<file path="src/hdl/i2cmbe_pkg.sv">
// Shared types, codes and helpers for the I2C master bit engine.
`default_nettype none
package i2cmbe_pkg;

  localparam logic [2:0] OP_NONE  = 3'd0;
  localparam logic [2:0] OP_START = 3'd1;
  localparam logic [2:0] OP_STOP  = 3'd2;
  localparam logic [2:0] OP_WRITE = 3'd3;
  localparam logic [2:0] OP_READ  = 3'd4;
  localparam logic [2:0] OP_WACK  = 3'd5;

  localparam logic [0:0] REG_TICKS_PER_US = 1'd0;
  localparam logic [0:0] REG_ACK_TIMEOUT  = 1'd1;

  localparam logic [9:0]  TPU_RESET = 10'd100;
  localparam logic [15:0] TMO_RESET = 16'd250;

  // delay unit multipliers as shift amounts
  localparam logic [1:0] SH_1 = 2'd0;
  localparam logic [1:0] SH_2 = 2'd1;
  localparam logic [1:0] SH_4 = 2'd2;

  localparam logic [3:0] BITS_PER_BYTE = 4'd8;

  typedef enum logic [2:0] {
    CMD_NONE  = 3'd0,
    CMD_START = 3'd1,
    CMD_STOP  = 3'd2,
    CMD_WRITE = 3'd3,
    CMD_READ  = 3'd4,
    CMD_WACK  = 3'd5
  } cmd_t;

  typedef enum logic [4:0] {
    PH_IDLE   = 5'd0,
    PH_ST_A   = 5'd1,
    PH_ST_B   = 5'd2,
    PH_SP_A   = 5'd3,
    PH_SP_B   = 5'd4,
    PH_W_LOW  = 5'd5,
    PH_W_HIGH = 5'd6,
    PH_W_TAIL = 5'd7,
    PH_R_LOW  = 5'd8,
    PH_R_HIGH = 5'd9,
    PH_A_LOW  = 5'd10,
    PH_A_HIGH = 5'd11,
    PH_K_PRE  = 5'd12,
    PH_K_HIGH = 5'd13,
    PH_K_POLL = 5'd14
  } phase_t;

  typedef struct packed {
    cmd_t       cmd;
    logic [7:0] tx;
    logic       ack;
    logic       sda;
  } item_t;

  typedef struct packed {
    logic  valid;
    item_t item;
  } fe2be_t;

  function automatic logic [12:0] dly_load(input logic [9:0] tpu, input logic [1:0] sh);
    logic [9:0] t;
    t = (tpu == 10'd0) ? 10'd1 : tpu;
    return {3'b000, t} << sh;
  endfunction

endpackage
`default_nettype wire

</file>
<file path="src/hdl/i2cmbe_ifs.sv">
// Valid/ready channel interfaces for the input ticks and the results.
`default_nettype none
interface i2cmbe_in_if;
  logic       valid;
  logic       ready;
  logic [2:0] op;
  logic [7:0] tx_byte;
  logic       ack_after_read;
  logic       sda_in;

  modport source (output valid, op, tx_byte, ack_after_read, sda_in, input ready);
  modport sink (input valid, op, tx_byte, ack_after_read, sda_in, output ready);
endinterface

interface i2cmbe_out_if;
  logic       valid;
  logic       ready;
  logic       scl_out;
  logic       sda_out;
  logic       sda_drive;
  logic       busy_res;
  logic       done_res;
  logic [7:0] rx_byte;
  logic       no_ack;
  logic       cmd_rejected;

  modport source (output valid, scl_out, sda_out, sda_drive, busy_res, done_res, rx_byte,
                  no_ack, cmd_rejected, input ready);
  modport sink (input valid, scl_out, sda_out, sda_drive, busy_res, done_res, rx_byte,
                no_ack, cmd_rejected, output ready);
endinterface
`default_nettype wire

</file>
<file path="src/hdl/i2cmbe_front.sv">
// Front end: decode the op of each tick and hold it in a two-entry queue.
`default_nettype none
module i2cmbe_front (
  input  logic                clk,
  input  logic                rst_n,
  i2cmbe_in_if.sink           in_ch,
  output i2cmbe_pkg::fe2be_t  q_head,
  input  logic                q_pop
);
  import i2cmbe_pkg::*;

  localparam int unsigned DEPTH = 2;

  item_t       mem_r [DEPTH];
  logic        wr_ptr_r, wr_ptr_nxt;
  logic        rd_ptr_r, rd_ptr_nxt;
  logic [1:0]  cnt_r, cnt_nxt;
  logic        push;
  item_t       item_in;

  always_comb begin
    item_in.tx  = in_ch.tx_byte;
    item_in.ack = in_ch.ack_after_read;
    item_in.sda = in_ch.sda_in;
    unique case (in_ch.op)
      OP_START: item_in.cmd = CMD_START;
      OP_STOP:  item_in.cmd = CMD_STOP;
      OP_WRITE: item_in.cmd = CMD_WRITE;
      OP_READ:  item_in.cmd = CMD_READ;
      OP_WACK:  item_in.cmd = CMD_WACK;
      default:  item_in.cmd = CMD_NONE;
    endcase
  end

  assign in_ch.ready = (cnt_r != 2'(DEPTH));
  assign push        = in_ch.valid && in_ch.ready;

  assign q_head.valid = (cnt_r != 2'd0);
  assign q_head.item  = mem_r[rd_ptr_r];

  always_comb begin
    wr_ptr_nxt = push ? ~wr_ptr_r : wr_ptr_r;
    rd_ptr_nxt = q_pop ? ~rd_ptr_r : rd_ptr_r;
    cnt_nxt    = cnt_r + {1'b0, push} - {1'b0, q_pop};
  end

  always_ff @(posedge clk) begin
    if (!rst_n) begin
      wr_ptr_r <= 1'b0;
      rd_ptr_r <= 1'b0;
      cnt_r    <= 2'd0;
    end else begin
      wr_ptr_r <= wr_ptr_nxt;
      rd_ptr_r <= rd_ptr_nxt;
      cnt_r    <= cnt_nxt;
    end
  end

  always_ff @(posedge clk) begin
    if (push) begin
      mem_r[wr_ptr_r] <= item_in;
    end
  end

endmodule
`default_nettype wire

</file>
<file path="src/hdl/i2cmbe_back.sv">
// Back end: bus sequencer, delay timing, config registers and result register.
`default_nettype none
module i2cmbe_back (
  input  logic                clk,
  input  logic                rst_n,
  input  i2cmbe_pkg::fe2be_t  q_head,
  output logic                q_pop,
  input  logic                cfg_we,
  input  logic [0:0]          cfg_index,
  input  logic [15:0]         cfg_data,
  i2cmbe_out_if.source        out_ch
);
  import i2cmbe_pkg::*;

  logic [9:0]  tpu_r;
  logic [15:0] tmo_r;

  phase_t      phase_r, phase_nxt;
  logic [12:0] dly_r, dly_nxt;
  logic [3:0]  bit_r, bit_nxt;
  logic [7:0]  shf_r, shf_nxt;
  logic [15:0] poll_r, poll_nxt;
  logic        scl_r, scl_nxt;
  logic        sda_r, sda_nxt;
  logic        drv_r, drv_nxt;
  logic        rack_r, rack_nxt;
  logic [7:0]  rx_r, rx_nxt;
  logic        nack_r, nack_nxt;
  logic        done_nxt;

  logic        out_valid_r, out_valid_nxt;
  logic        out_busy_r, out_done_r, out_rej_r;

  logic        step_en;
  logic        is_idle;
  logic        is_poll;
  logic        tick_down;
  logic        timed_out;
  logic        rej_nxt;
  logic [3:0]  bit_inc;
  logic        last_bit;
  item_t       it;

  assign it        = q_head.item;
  assign step_en   = q_head.valid && (!out_valid_r || out_ch.ready);
  assign q_pop     = step_en;
  assign is_idle   = (phase_r == PH_IDLE);
  assign is_poll   = (phase_r == PH_K_POLL);
  assign tick_down = (dly_r > 13'd1);
  assign timed_out = (poll_r >= tmo_r);
  assign bit_inc   = bit_r + 4'd1;
  assign last_bit  = (bit_inc >= BITS_PER_BYTE);
  assign rej_nxt   = !is_idle && (it.cmd != CMD_NONE);

  always_comb begin : next_phase
    phase_nxt = phase_r;
    dly_nxt   = dly_r;
    done_nxt  = 1'b0;
    if (is_idle) begin
      unique case (it.cmd)
        CMD_START: begin phase_nxt = PH_ST_A;  dly_nxt = dly_load(tpu_r, SH_4); end
        CMD_STOP:  begin phase_nxt = PH_SP_A;  dly_nxt = dly_load(tpu_r, SH_4); end
        CMD_WRITE: begin phase_nxt = PH_W_LOW; dly_nxt = dly_load(tpu_r, SH_2); end
        CMD_READ:  begin phase_nxt = PH_R_LOW; dly_nxt = dly_load(tpu_r, SH_2); end
        CMD_WACK:  begin phase_nxt = PH_K_PRE; dly_nxt = dly_load(tpu_r, SH_1); end
        default: ;
      endcase
    end else if (is_poll) begin
      if (!it.sda) begin
        phase_nxt = PH_IDLE;
        dly_nxt   = 13'd0;
        done_nxt  = 1'b1;
      end else if (timed_out) begin
        phase_nxt = PH_SP_A;
        dly_nxt   = dly_load(tpu_r, SH_4);
      end
    end else if (tick_down) begin
      dly_nxt = dly_r - 13'd1;
    end else begin
      unique case (phase_r)
        PH_ST_A:   begin phase_nxt = PH_ST_B;   dly_nxt = dly_load(tpu_r, SH_4); end
        PH_SP_A:   begin phase_nxt = PH_SP_B;   dly_nxt = dly_load(tpu_r, SH_4); end
        PH_W_LOW:  begin phase_nxt = PH_W_HIGH; dly_nxt = dly_load(tpu_r, SH_2); end
        PH_W_HIGH: begin phase_nxt = PH_W_TAIL; dly_nxt = dly_load(tpu_r, SH_2); end
        PH_W_TAIL: begin
          if (last_bit) begin
            phase_nxt = PH_IDLE; dly_nxt = 13'd0; done_nxt = 1'b1;
          end else begin
            phase_nxt = PH_W_LOW; dly_nxt = dly_load(tpu_r, SH_2);
          end
        end
        PH_R_LOW:  begin phase_nxt = PH_R_HIGH; dly_nxt = dly_load(tpu_r, SH_1); end
        PH_R_HIGH: begin
          phase_nxt = last_bit ? PH_A_LOW : PH_R_LOW;
          dly_nxt   = dly_load(tpu_r, SH_2);
        end
        PH_A_LOW:  begin phase_nxt = PH_A_HIGH; dly_nxt = dly_load(tpu_r, SH_2); end
        PH_K_PRE:  begin phase_nxt = PH_K_HIGH; dly_nxt = dly_load(tpu_r, SH_1); end
        PH_K_HIGH: begin phase_nxt = PH_K_POLL; dly_nxt = 13'd0; end
        default:   begin phase_nxt = PH_IDLE;   dly_nxt = 13'd0; done_nxt = 1'b1; end
      endcase
    end
  end

  always_comb begin : line_outputs
    scl_nxt  = scl_r;
    sda_nxt  = sda_r;
    drv_nxt  = drv_r;
    bit_nxt  = bit_r;
    shf_nxt  = shf_r;
    poll_nxt = poll_r;
    rack_nxt = rack_r;
    rx_nxt   = rx_r;
    nack_nxt = nack_r;
    if (is_idle) begin
      unique case (it.cmd)
        CMD_START: begin drv_nxt = 1'b1; sda_nxt = 1'b1; scl_nxt = 1'b1; end
        CMD_STOP:  begin drv_nxt = 1'b1; sda_nxt = 1'b0; scl_nxt = 1'b0; end
        CMD_WRITE: begin
          drv_nxt = 1'b1;
          scl_nxt = 1'b0;
          bit_nxt = 4'd0;
          sda_nxt = it.tx[7];
          shf_nxt = {it.tx[6:0], 1'b0};
        end
        CMD_READ: begin
          drv_nxt  = 1'b0;
          scl_nxt  = 1'b0;
          bit_nxt  = 4'd0;
          shf_nxt  = 8'd0;
          rack_nxt = it.ack;
        end
        CMD_WACK: begin drv_nxt = 1'b0; sda_nxt = 1'b1; nack_nxt = 1'b0; end
        default: ;
      endcase
    end else if (is_poll) begin
      if (!it.sda) begin
        scl_nxt = 1'b0;
      end else if (timed_out) begin
        nack_nxt = 1'b1;
        drv_nxt  = 1'b1;
        scl_nxt  = 1'b0;
        sda_nxt  = 1'b0;
      end else begin
        poll_nxt = poll_r + 16'd1;
      end
    end else if (!tick_down) begin
      unique case (phase_r)
        PH_ST_A:   sda_nxt = 1'b0;
        PH_ST_B:   scl_nxt = 1'b0;
        PH_SP_A:   begin scl_nxt = 1'b1; sda_nxt = 1'b1; end
        PH_W_LOW:  scl_nxt = 1'b1;
        PH_W_HIGH: scl_nxt = 1'b0;
        PH_W_TAIL: begin
          bit_nxt = bit_inc;
          if (!last_bit) begin
            sda_nxt = shf_r[7];
            shf_nxt = {shf_r[6:0], 1'b0};
          end
        end
        PH_R_LOW: begin
          scl_nxt = 1'b1;
          shf_nxt = {shf_r[6:0], it.sda};
        end
        PH_R_HIGH: begin
          bit_nxt = bit_inc;
          scl_nxt = 1'b0;
          if (last_bit) begin
            rx_nxt  = shf_r;
            drv_nxt = 1'b1;
            sda_nxt = ~rack_r;
          end
        end
        PH_A_LOW:  scl_nxt = 1'b1;
        PH_A_HIGH: scl_nxt = 1'b0;
        PH_K_PRE:  scl_nxt = 1'b1;
        PH_K_HIGH: poll_nxt = 16'd0;
        default: ;
      endcase
    end
  end

  always_comb begin
    if (step_en) begin
      out_valid_nxt = 1'b1;
    end else if (out_ch.ready) begin
      out_valid_nxt = 1'b0;
    end else begin
      out_valid_nxt = out_valid_r;
    end
  end

  always_ff @(posedge clk) begin
    if (!rst_n) begin
      tpu_r <= TPU_RESET;
      tmo_r <= TMO_RESET;
    end else if (cfg_we) begin
      unique case (cfg_index)
        REG_TICKS_PER_US: tpu_r <= cfg_data[9:0];
        REG_ACK_TIMEOUT:  tmo_r <= cfg_data;
        default: ;
      endcase
    end
  end

  always_ff @(posedge clk) begin
    if (!rst_n) begin
      phase_r     <= PH_IDLE;
      dly_r       <= 13'd0;
      bit_r       <= 4'd0;
      shf_r       <= 8'd0;
      poll_r      <= 16'd0;
      scl_r       <= 1'b1;
      sda_r       <= 1'b1;
      drv_r       <= 1'b1;
      rack_r      <= 1'b0;
      rx_r        <= 8'd0;
      nack_r      <= 1'b0;
      out_valid_r <= 1'b0;
    end else begin
      out_valid_r <= out_valid_nxt;
      if (step_en) begin
        phase_r <= phase_nxt;
        dly_r   <= dly_nxt;
        bit_r   <= bit_nxt;
        shf_r   <= shf_nxt;
        poll_r  <= poll_nxt;
        scl_r   <= scl_nxt;
        sda_r   <= sda_nxt;
        drv_r   <= drv_nxt;
        rack_r  <= rack_nxt;
        rx_r    <= rx_nxt;
        nack_r  <= nack_nxt;
      end
    end
  end

  always_ff @(posedge clk) begin
    if (step_en) begin
      out_busy_r <= (phase_nxt != PH_IDLE);
      out_done_r <= done_nxt;
      out_rej_r  <= rej_nxt;
    end
  end

  assign out_ch.valid        = out_valid_r;
  assign out_ch.scl_out      = scl_r;
  assign out_ch.sda_out      = sda_r;
  assign out_ch.sda_drive    = drv_r;
  assign out_ch.busy_res     = out_busy_r;
  assign out_ch.done_res     = out_done_r;
  assign out_ch.rx_byte      = rx_r;
  assign out_ch.no_ack       = nack_r;
  assign out_ch.cmd_rejected = out_rej_r;

  a_done_not_busy: assert property (@(posedge clk) disable iff (!rst_n)
    out_valid_r |-> !(out_done_r && out_busy_r))
    else $error("done and busy reported together");

  a_poll_released: assert property (@(posedge clk) disable iff (!rst_n)
    (phase_r == PH_K_POLL) |-> (!drv_r && scl_r))
    else $error("ack poll with SDA driven or SCL low");

  a_bit_range: assert property (@(posedge clk) disable iff (!rst_n)
    bit_r <= BITS_PER_BYTE)
    else $error("bit index out of range");

  a_idle_none: assert property (@(posedge clk) disable iff (!rst_n)
    (step_en && is_idle && (it.cmd == CMD_NONE)) |=> (phase_r == PH_IDLE))
    else $error("idle left without a command");

  a_reject: assert property (@(posedge clk) disable iff (!rst_n)
    (step_en && !is_idle && (it.cmd != CMD_NONE)) |=> (out_valid_r && out_rej_r))
    else $error("busy command not flagged as rejected");

endmodule
`default_nettype wire

</file>
<file path="src/hdl/i2c_master_bit_engine_core.sv">
// I2C master bit engine: one input transfer per clock tick of the bus sequence.
//
// in_ch carries one tick per transfer: op, tx_byte, ack_after_read and the
// sampled sda_in. out_ch returns exactly one result per tick with the driven
// SCL/SDA levels, busy/done, the last received byte, no_ack and cmd_rejected.
// cfg_we/cfg_index/cfg_data write ticks_per_us (index 0) and ack_timeout
// (index 1); write them only while no tick is in flight.
// A transferred tick is first written into the queue; the sequencer step then
// registers its result into the output register.
// Throughput: one tick per cycle while out_ch does not stall; the sequencer advances one step per tick.
// Reset: SCL high, SDA high and driven, sequencer idle, ticks_per_us 100,
// ack_timeout 250, queue and output register empty.
// When out_ch stalls, the sequencer holds; the two-entry queue absorbs
// in-flight ticks and in_ch.ready drops once it is full.
`default_nettype none
module i2c_master_bit_engine_core (
  input  logic          clk,
  input  logic          rst_n,
  i2cmbe_in_if.sink     in_ch,
  i2cmbe_out_if.source  out_ch,
  input  logic          cfg_we,
  input  logic [0:0]    cfg_index,
  input  logic [15:0]   cfg_data
);
  import i2cmbe_pkg::*;

  fe2be_t q_head;
  logic   q_pop;

  i2cmbe_front u_front (
    .clk    (clk),
    .rst_n  (rst_n),
    .in_ch  (in_ch),
    .q_head (q_head),
    .q_pop  (q_pop)
  );

  i2cmbe_back u_back (
    .clk       (clk),
    .rst_n     (rst_n),
    .q_head    (q_head),
    .q_pop     (q_pop),
    .cfg_we    (cfg_we),
    .cfg_index (cfg_index),
    .cfg_data  (cfg_data),
    .out_ch    (out_ch)
  );

endmodule
`default_nettype wire

</file>
<file path="src/flat_wrapper.sv">
// flat-port wrapper written by rule: the top's interface ports become plain ports
module i2c_master_bit_engine_core_flat import i2cmbe_pkg::*;
  (clk, rst_n, cfg_we, cfg_index, cfg_data, in_ch_valid, in_ch_op, in_ch_tx_byte, in_ch_ack_after_read, in_ch_sda_in, in_ch_ready, out_ch_valid, out_ch_scl_out, out_ch_sda_out, out_ch_sda_drive, out_ch_busy_res, out_ch_done_res, out_ch_rx_byte, out_ch_no_ack, out_ch_cmd_rejected, out_ch_ready);
  i2cmbe_in_if in_ch_i ();
  i2cmbe_out_if out_ch_i ();
  input  logic clk;
  input  logic rst_n;
  input  logic cfg_we;
  input  logic [0:0] cfg_index;
  input  logic [15:0] cfg_data;
  input wire logic [$bits(in_ch_i.valid)-1:0] in_ch_valid;
  input wire logic [$bits(in_ch_i.op)-1:0] in_ch_op;
  input wire logic [$bits(in_ch_i.tx_byte)-1:0] in_ch_tx_byte;
  input wire logic [$bits(in_ch_i.ack_after_read)-1:0] in_ch_ack_after_read;
  input wire logic [$bits(in_ch_i.sda_in)-1:0] in_ch_sda_in;
  output wire logic [$bits(in_ch_i.ready)-1:0] in_ch_ready;
  output wire logic [$bits(out_ch_i.valid)-1:0] out_ch_valid;
  output wire logic [$bits(out_ch_i.scl_out)-1:0] out_ch_scl_out;
  output wire logic [$bits(out_ch_i.sda_out)-1:0] out_ch_sda_out;
  output wire logic [$bits(out_ch_i.sda_drive)-1:0] out_ch_sda_drive;
  output wire logic [$bits(out_ch_i.busy_res)-1:0] out_ch_busy_res;
  output wire logic [$bits(out_ch_i.done_res)-1:0] out_ch_done_res;
  output wire logic [$bits(out_ch_i.rx_byte)-1:0] out_ch_rx_byte;
  output wire logic [$bits(out_ch_i.no_ack)-1:0] out_ch_no_ack;
  output wire logic [$bits(out_ch_i.cmd_rejected)-1:0] out_ch_cmd_rejected;
  input wire logic [$bits(out_ch_i.ready)-1:0] out_ch_ready;
  assign in_ch_i.valid = in_ch_valid;
  assign in_ch_i.op = in_ch_op;
  assign in_ch_i.tx_byte = in_ch_tx_byte;
  assign in_ch_i.ack_after_read = in_ch_ack_after_read;
  assign in_ch_i.sda_in = in_ch_sda_in;
  assign in_ch_ready = in_ch_i.ready;
  assign out_ch_valid = out_ch_i.valid;
  assign out_ch_scl_out = out_ch_i.scl_out;
  assign out_ch_sda_out = out_ch_i.sda_out;
  assign out_ch_sda_drive = out_ch_i.sda_drive;
  assign out_ch_busy_res = out_ch_i.busy_res;
  assign out_ch_done_res = out_ch_i.done_res;
  assign out_ch_rx_byte = out_ch_i.rx_byte;
  assign out_ch_no_ack = out_ch_i.no_ack;
  assign out_ch_cmd_rejected = out_ch_i.cmd_rejected;
  assign out_ch_i.ready = out_ch_ready;
  i2c_master_bit_engine_core u_core (.clk(clk), .rst_n(rst_n), .in_ch(in_ch_i), .out_ch(out_ch_i), .cfg_we(cfg_we), .cfg_index(cfg_index), .cfg_data(cfg_data));
endmodule
</file>
<file path="config.mk">
export PLATFORM = sky130hd
export DESIGN_NAME = i2c_master_bit_engine_core_flat
export DESIGN_NICKNAME = d
export VERILOG_FILES = /design/src/hdl/i2cmbe_pkg.sv /design/src/hdl/i2cmbe_ifs.sv /design/src/hdl/i2cmbe_front.sv /design/src/hdl/i2cmbe_back.sv /design/src/hdl/i2c_master_bit_engine_core.sv /design/src/flat_wrapper.sv
export SDC_FILE = /design/constraint.sdc
export NUM_CORES = 1
export LEC_CHECK = 0
export BUFFER_PORTS_ARGS = -buffer_cell sky130_fd_sc_hd__buf_2
export CAP_MARGIN = 30
export CORE_MARGIN = 3
export CORE_UTILIZATION = 55
export CTS_BUF_LIST = sky130_fd_sc_hd__clkbuf_8
export DETAILED_ROUTE_END_ITERATION = 6
export HOLD_SLACK_MARGIN = 0.1
export PLACE_DENSITY_LB_ADDON = 0.25
export SLEW_MARGIN = 20
export SYNTH_ARGS = -nofsm -noshare
export SYNTH_HDL_FRONTEND = slang
export SYNTH_SLANG_ARGS = --single-unit
</file>
<file path="constraint.sdc">
create_clock -name clk -period 3 [get_ports clk]
set_input_delay 0.6 -clock clk [delete_from_list [all_inputs] [get_ports clk]]
set_output_delay 0.6 -clock clk [all_outputs]
set_load 0.005 [all_outputs]
</file>
==> results.tsv <==
stage	metric	value	unit
synthesis	most common library cells after synthesis	nand2_1 (104), dfxtp_1 (91), o21ai_0 (46), a21oi_1 (44), clkbuf_1 (40)	
cells_and_area	final non-filler cell area	7540	um^2
min_path	Worst Min Path Start	in_ch_tx_byte[2]	
synthesis	dominant synthesized flop cell	dfxtp_1	
global_routing	largest net degree at the start of global routing	28	
cells_and_area	Area Growth Syn to Fin	14.0	%
timing	period utilization	94.7	%
critical_path	CP Capture Type	register	
cells_and_area	ratio of cells with drive above 1 in the final layout	17.8	%
timing	Slew @ Worst Pin	0.725	ns
power_and_ir_drop	Psw	3.08	mW
detailed_routing	vias per inst	6.39	
power_and_ir_drop	logic gate share of total power	50.0	%
cells_and_area	number of cells in the finished layout apart from fillers	971	
floorplanning	DIE HEIGHT	116	um
min_path	worst min path class	input pin to register	
timing	Clock Skew	0.00798	ns
clocking	CTS clk-pin slew, worst paths	0.07	ns
min_path	Hold Path Cell Cnt	1	
cells_and_area	fillers	965	
global_routing	first-pass GRT wire length	28.3	mm
clocking	CTS H-tree lvls	4	
status	status	finished, final reports clean	
synthesis	Post-synth ARST share	0	%
cells_and_area	sequential standard cell area	2690	um^2
synthesis	most common cell in the synthesized netlist	nand2_1	
power_and_ir_drop	maximum vdd drop	0.000478	V
cells_and_area	final core occ	65.0	%
power_and_ir_drop	Flop pwr share	30.8	%
clocking	Root Buffer	clkbuf_8	
clocking	Worst-Skew Late Latency	0.45	ns
critical_path	Critical Path RT	3.36	ns
detailed_routing	DRT Pass-1 Iters	7	
critical_path	CP Launch Type	register	
critical_path	CP cell instances	inv_1 > ha_1 > nor2b_1 > o211a_1 > o311ai_1 > buf_4 > nand4b_1 > a21o_4 > or4_1 > a21oi_1	
detailed_routing	Final ANT Viol Nets	0	
synthesis	synthesized flop and latch total	120	
global_routing	gr usage total	26.8	%
timing	unrepaired setup endpoints after global routing	no	
place	RePlAce Congestion	1.02	
cells_and_area	area of the multi-input gates	3650	um^2
place	dpl hpwl	12.5	mm
detailed_routing	drt wl/cell	18.0	um
synthesis	top cell type's share of synthesized area	27.5	%
critical_path	R2R depth	10	
synthesis	post-synth top area cell	dfxtp_1	
synthesis	Syn Nets	811	
synthesis	Synth Cell Area	6620	um^2
floorplanning	Chip Width	116	um
synthesis	Post-synth EDFFs	29	
timing	Fin Hold WS	0.341	ns
place	dpl ws	-0.0214	ns
synthesis	unique cell type count in the Yosys netlist	71	
critical_path	worst flop-to-flop path endpoint	u_core.u_back.poll_r[8]	
synthesis	sequential fraction of the synthesis area	40.7	%
global_routing	initial antenna violation count	0	
power_and_ir_drop	Int Pwr	4.12	mW
critical_path	r2r startpoint	u_core.u_back.tmo_r[1]	
critical_path	worst setup path category	register to register	
critical_path	CP delay by family, top	compound AO/OA/AOI/OAI gates	
synthesis	Yosys warning total	0	
floorplanning	core area	11600	um^2
min_path	hold path endpoint	u_core.u_front.mem_r[1][4]	
timing	FMAX	352	MHz
timing	Fin. Hold Viols	0	
cells_and_area	final net count	872	
place	Placement Cell Area	7150	um^2
critical_path	crit path DAT	3.20	ns
global_routing	aggregate global routing overflow	0	
timing	crit path time final	2.84	ns
clocking	CTS tree	yes	
critical_path	Slowest cell on crit path	or4_1	
cells_and_area	ant diodes	0	
place	port buffer count	51	
power_and_ir_drop	Pleak	2.93	nW
clocking	CTS Buf Count	17	
critical_path	r2r setup slk	0.16	ns
floorplanning	initial core utilization	57.0	%
power_and_ir_drop	Pwr Total	7.20	mW
detailed_routing	DRC Markers	0	
floorplanning	Ports	52	
clocking	clock tree buffer depth	2	
clocking	clock sinks	120	
detailed_routing	DR iter-0 viols	843	
synthesis	syn_area_per_cell	8.78	um^2
critical_path	crit-path max FO	13	
floorplanning	Die Area	13400	um^2
floorplanning	FP Rows	39	
critical_path	CP peak stage delay	0.53	ns
timing	setup TNS	0	ns
job	Max Cap Viol	0	
power_and_ir_drop	switching share of total power	42.8	%
global_routing	vias in the first global route	5786	
timing	slew margin rel.	51.0	%
critical_path	Buf/Inv on CP	2	
place	placed cell count	937	
timing	fin worst setup slack	0.158	ns
detailed_routing	via count	6202	
power_and_ir_drop	clock share of power	19.2	%
power_and_ir_drop	Power Dens Cells	954	nW/um^2
timing	final setup fails	0	
synthesis	synthesized instance count	754	
timing	Max Slew Vio Count	0	
detailed_routing	Routed WL	17.5	mm
synthesis	cells taking the most area after synthesis	dfxtp_1 (28%), edfxtp_1 (13%), nand2_1 (5.9%)	
## power by group through the flow
stage | clock, mW | sequential (mW) | combinational, mW
2_1_floorplan | 0 | 2.14 | 2.50
3_3_place_gp | 0 | 2.22 | 3.43
3_5_place_dp | 0 | 2.24 | 3.50
4_1_cts | 1.41 | 2.21 | 3.52
5_1_grt | 1.48 | 2.25 | 3.92
6_report | 1.38 | 2.22 | 3.60
## sequential cells by signal, indices dropped and copies added, names as in the netlist, 2 cells and up, named ones only
signal / count
u_core.u_front.mem_r: 26
u_core.u_back.phase_r: 5
u_core.u_back.poll_r: 16
u_core.u_back.bit_r: 4
u_core.u_back.dly_r: 13
u_core.u_back.shf_r: 8
u_core.u_back.tmo_r: 16
u_core.u_back.out_ch.rx_byte: 8
u_core.u_front.cnt_r: 2
u_core.u_back.tpu_r: 10
## logic make-up (layout without fill, tap and decap cells)
group / after synthesis / in the layout / synth area share, %
simple gates: 276 / 276 / 21.6
compound gates: 225 / 226 / 23.6
flops: 120 / 120 / 40.7
buf+inv: 74 / 147 / 4.44
mux: 24 / 24 / 3.80
fa+ha+maj: 22 / 22 / 4.16
xor+xnor: 13 / 13 / 1.72
## placed cells by master (no fill, tap or decap), drive strengths merged, types with 12 or more instances in the layout
cell type,Yosys,final
a21boi,23,23
inv,26,28
o211ai,12,12
nand2b,14,14
nand3,25,25
mux2i,15,15
ha,22,22
edfxtp,29,29
a22oi,13,13
buf,8,89
or4,16,16
nor2,31,31
clkbuf,40,17
o31ai,12,12
nand2,105,105
nor3,15,15
o21ai,46,46
a21oi,44,44
dfxtp,91,91
and2,14,14
nor2b,16,16
## what timing repair did
action | 4_1_cts | 5_1_grt
resized for setup | 1 | 4
buffers inserted | 0 | 1
pin swaps | 0 | 1
endpoints found under the hold margin | 0 | 0
cloned | 0 | 1
setup endpoints to repair | 2 | 16
hold buffers | 0 | 0
## worst max path at each step
| stage | startpoint | end | slack [ns] | depth (start not counted) |
|---|---|---|---|---|
| after floorplan | u_core.u_back.tmo_r[1] | u_core.u_back.poll_r[6] | 0.26 | 10 |
| after global placement | u_core.u_back.tmo_r[1] | u_core.u_back.poll_r[15] | 0.14 | 10 |
| after detailed placement | u_core.u_back.tmo_r[1] | u_core.u_back.poll_r[8] | -0.02 | 10 |
| after CTS | u_core.u_back.tmo_r[1] | u_core.u_back.poll_r[8] | 0.05 | 10 |
| after global routing | u_core.u_back.tmo_r[1] | u_core.u_back.poll_r[13] | 0.006 | 12 |
| final | u_core.u_back.tmo_r[1] | u_core.u_back.poll_r[8] | 0.16 | 10 |
## routing by layer
layer / track usage [%] / routed length, um
met1: 35.4 / 7490
met2: 42.3 / 8120
met3: 6.63 / 1420
met4: 10.7 / 445
met5: 0 / 0
## worst register-to-register path: cells and delay by family (launching register included)
kind	cells	cell delay (ns)
flip-flops	1	0.31
buffers and inverters	2	0.22
AO/OA/AOI/OAI	4	1.03
adder cells (fa/ha/maj)	1	0.31
AND/OR/NAND/NOR	3	0.89
## final cells by class
type / count / share of cell area [%]
well taps: 143 / 2.37
clock inverters: 15 / 1.82
multi-input cells: 561 / 48.4
repair buffers: 89 / 7.33
clock buffers: 17 / 3.10
inverters: 26 / 1.29
flip-flops and latches: 120 / 35.7
Power figures use the tool's default switching activity.
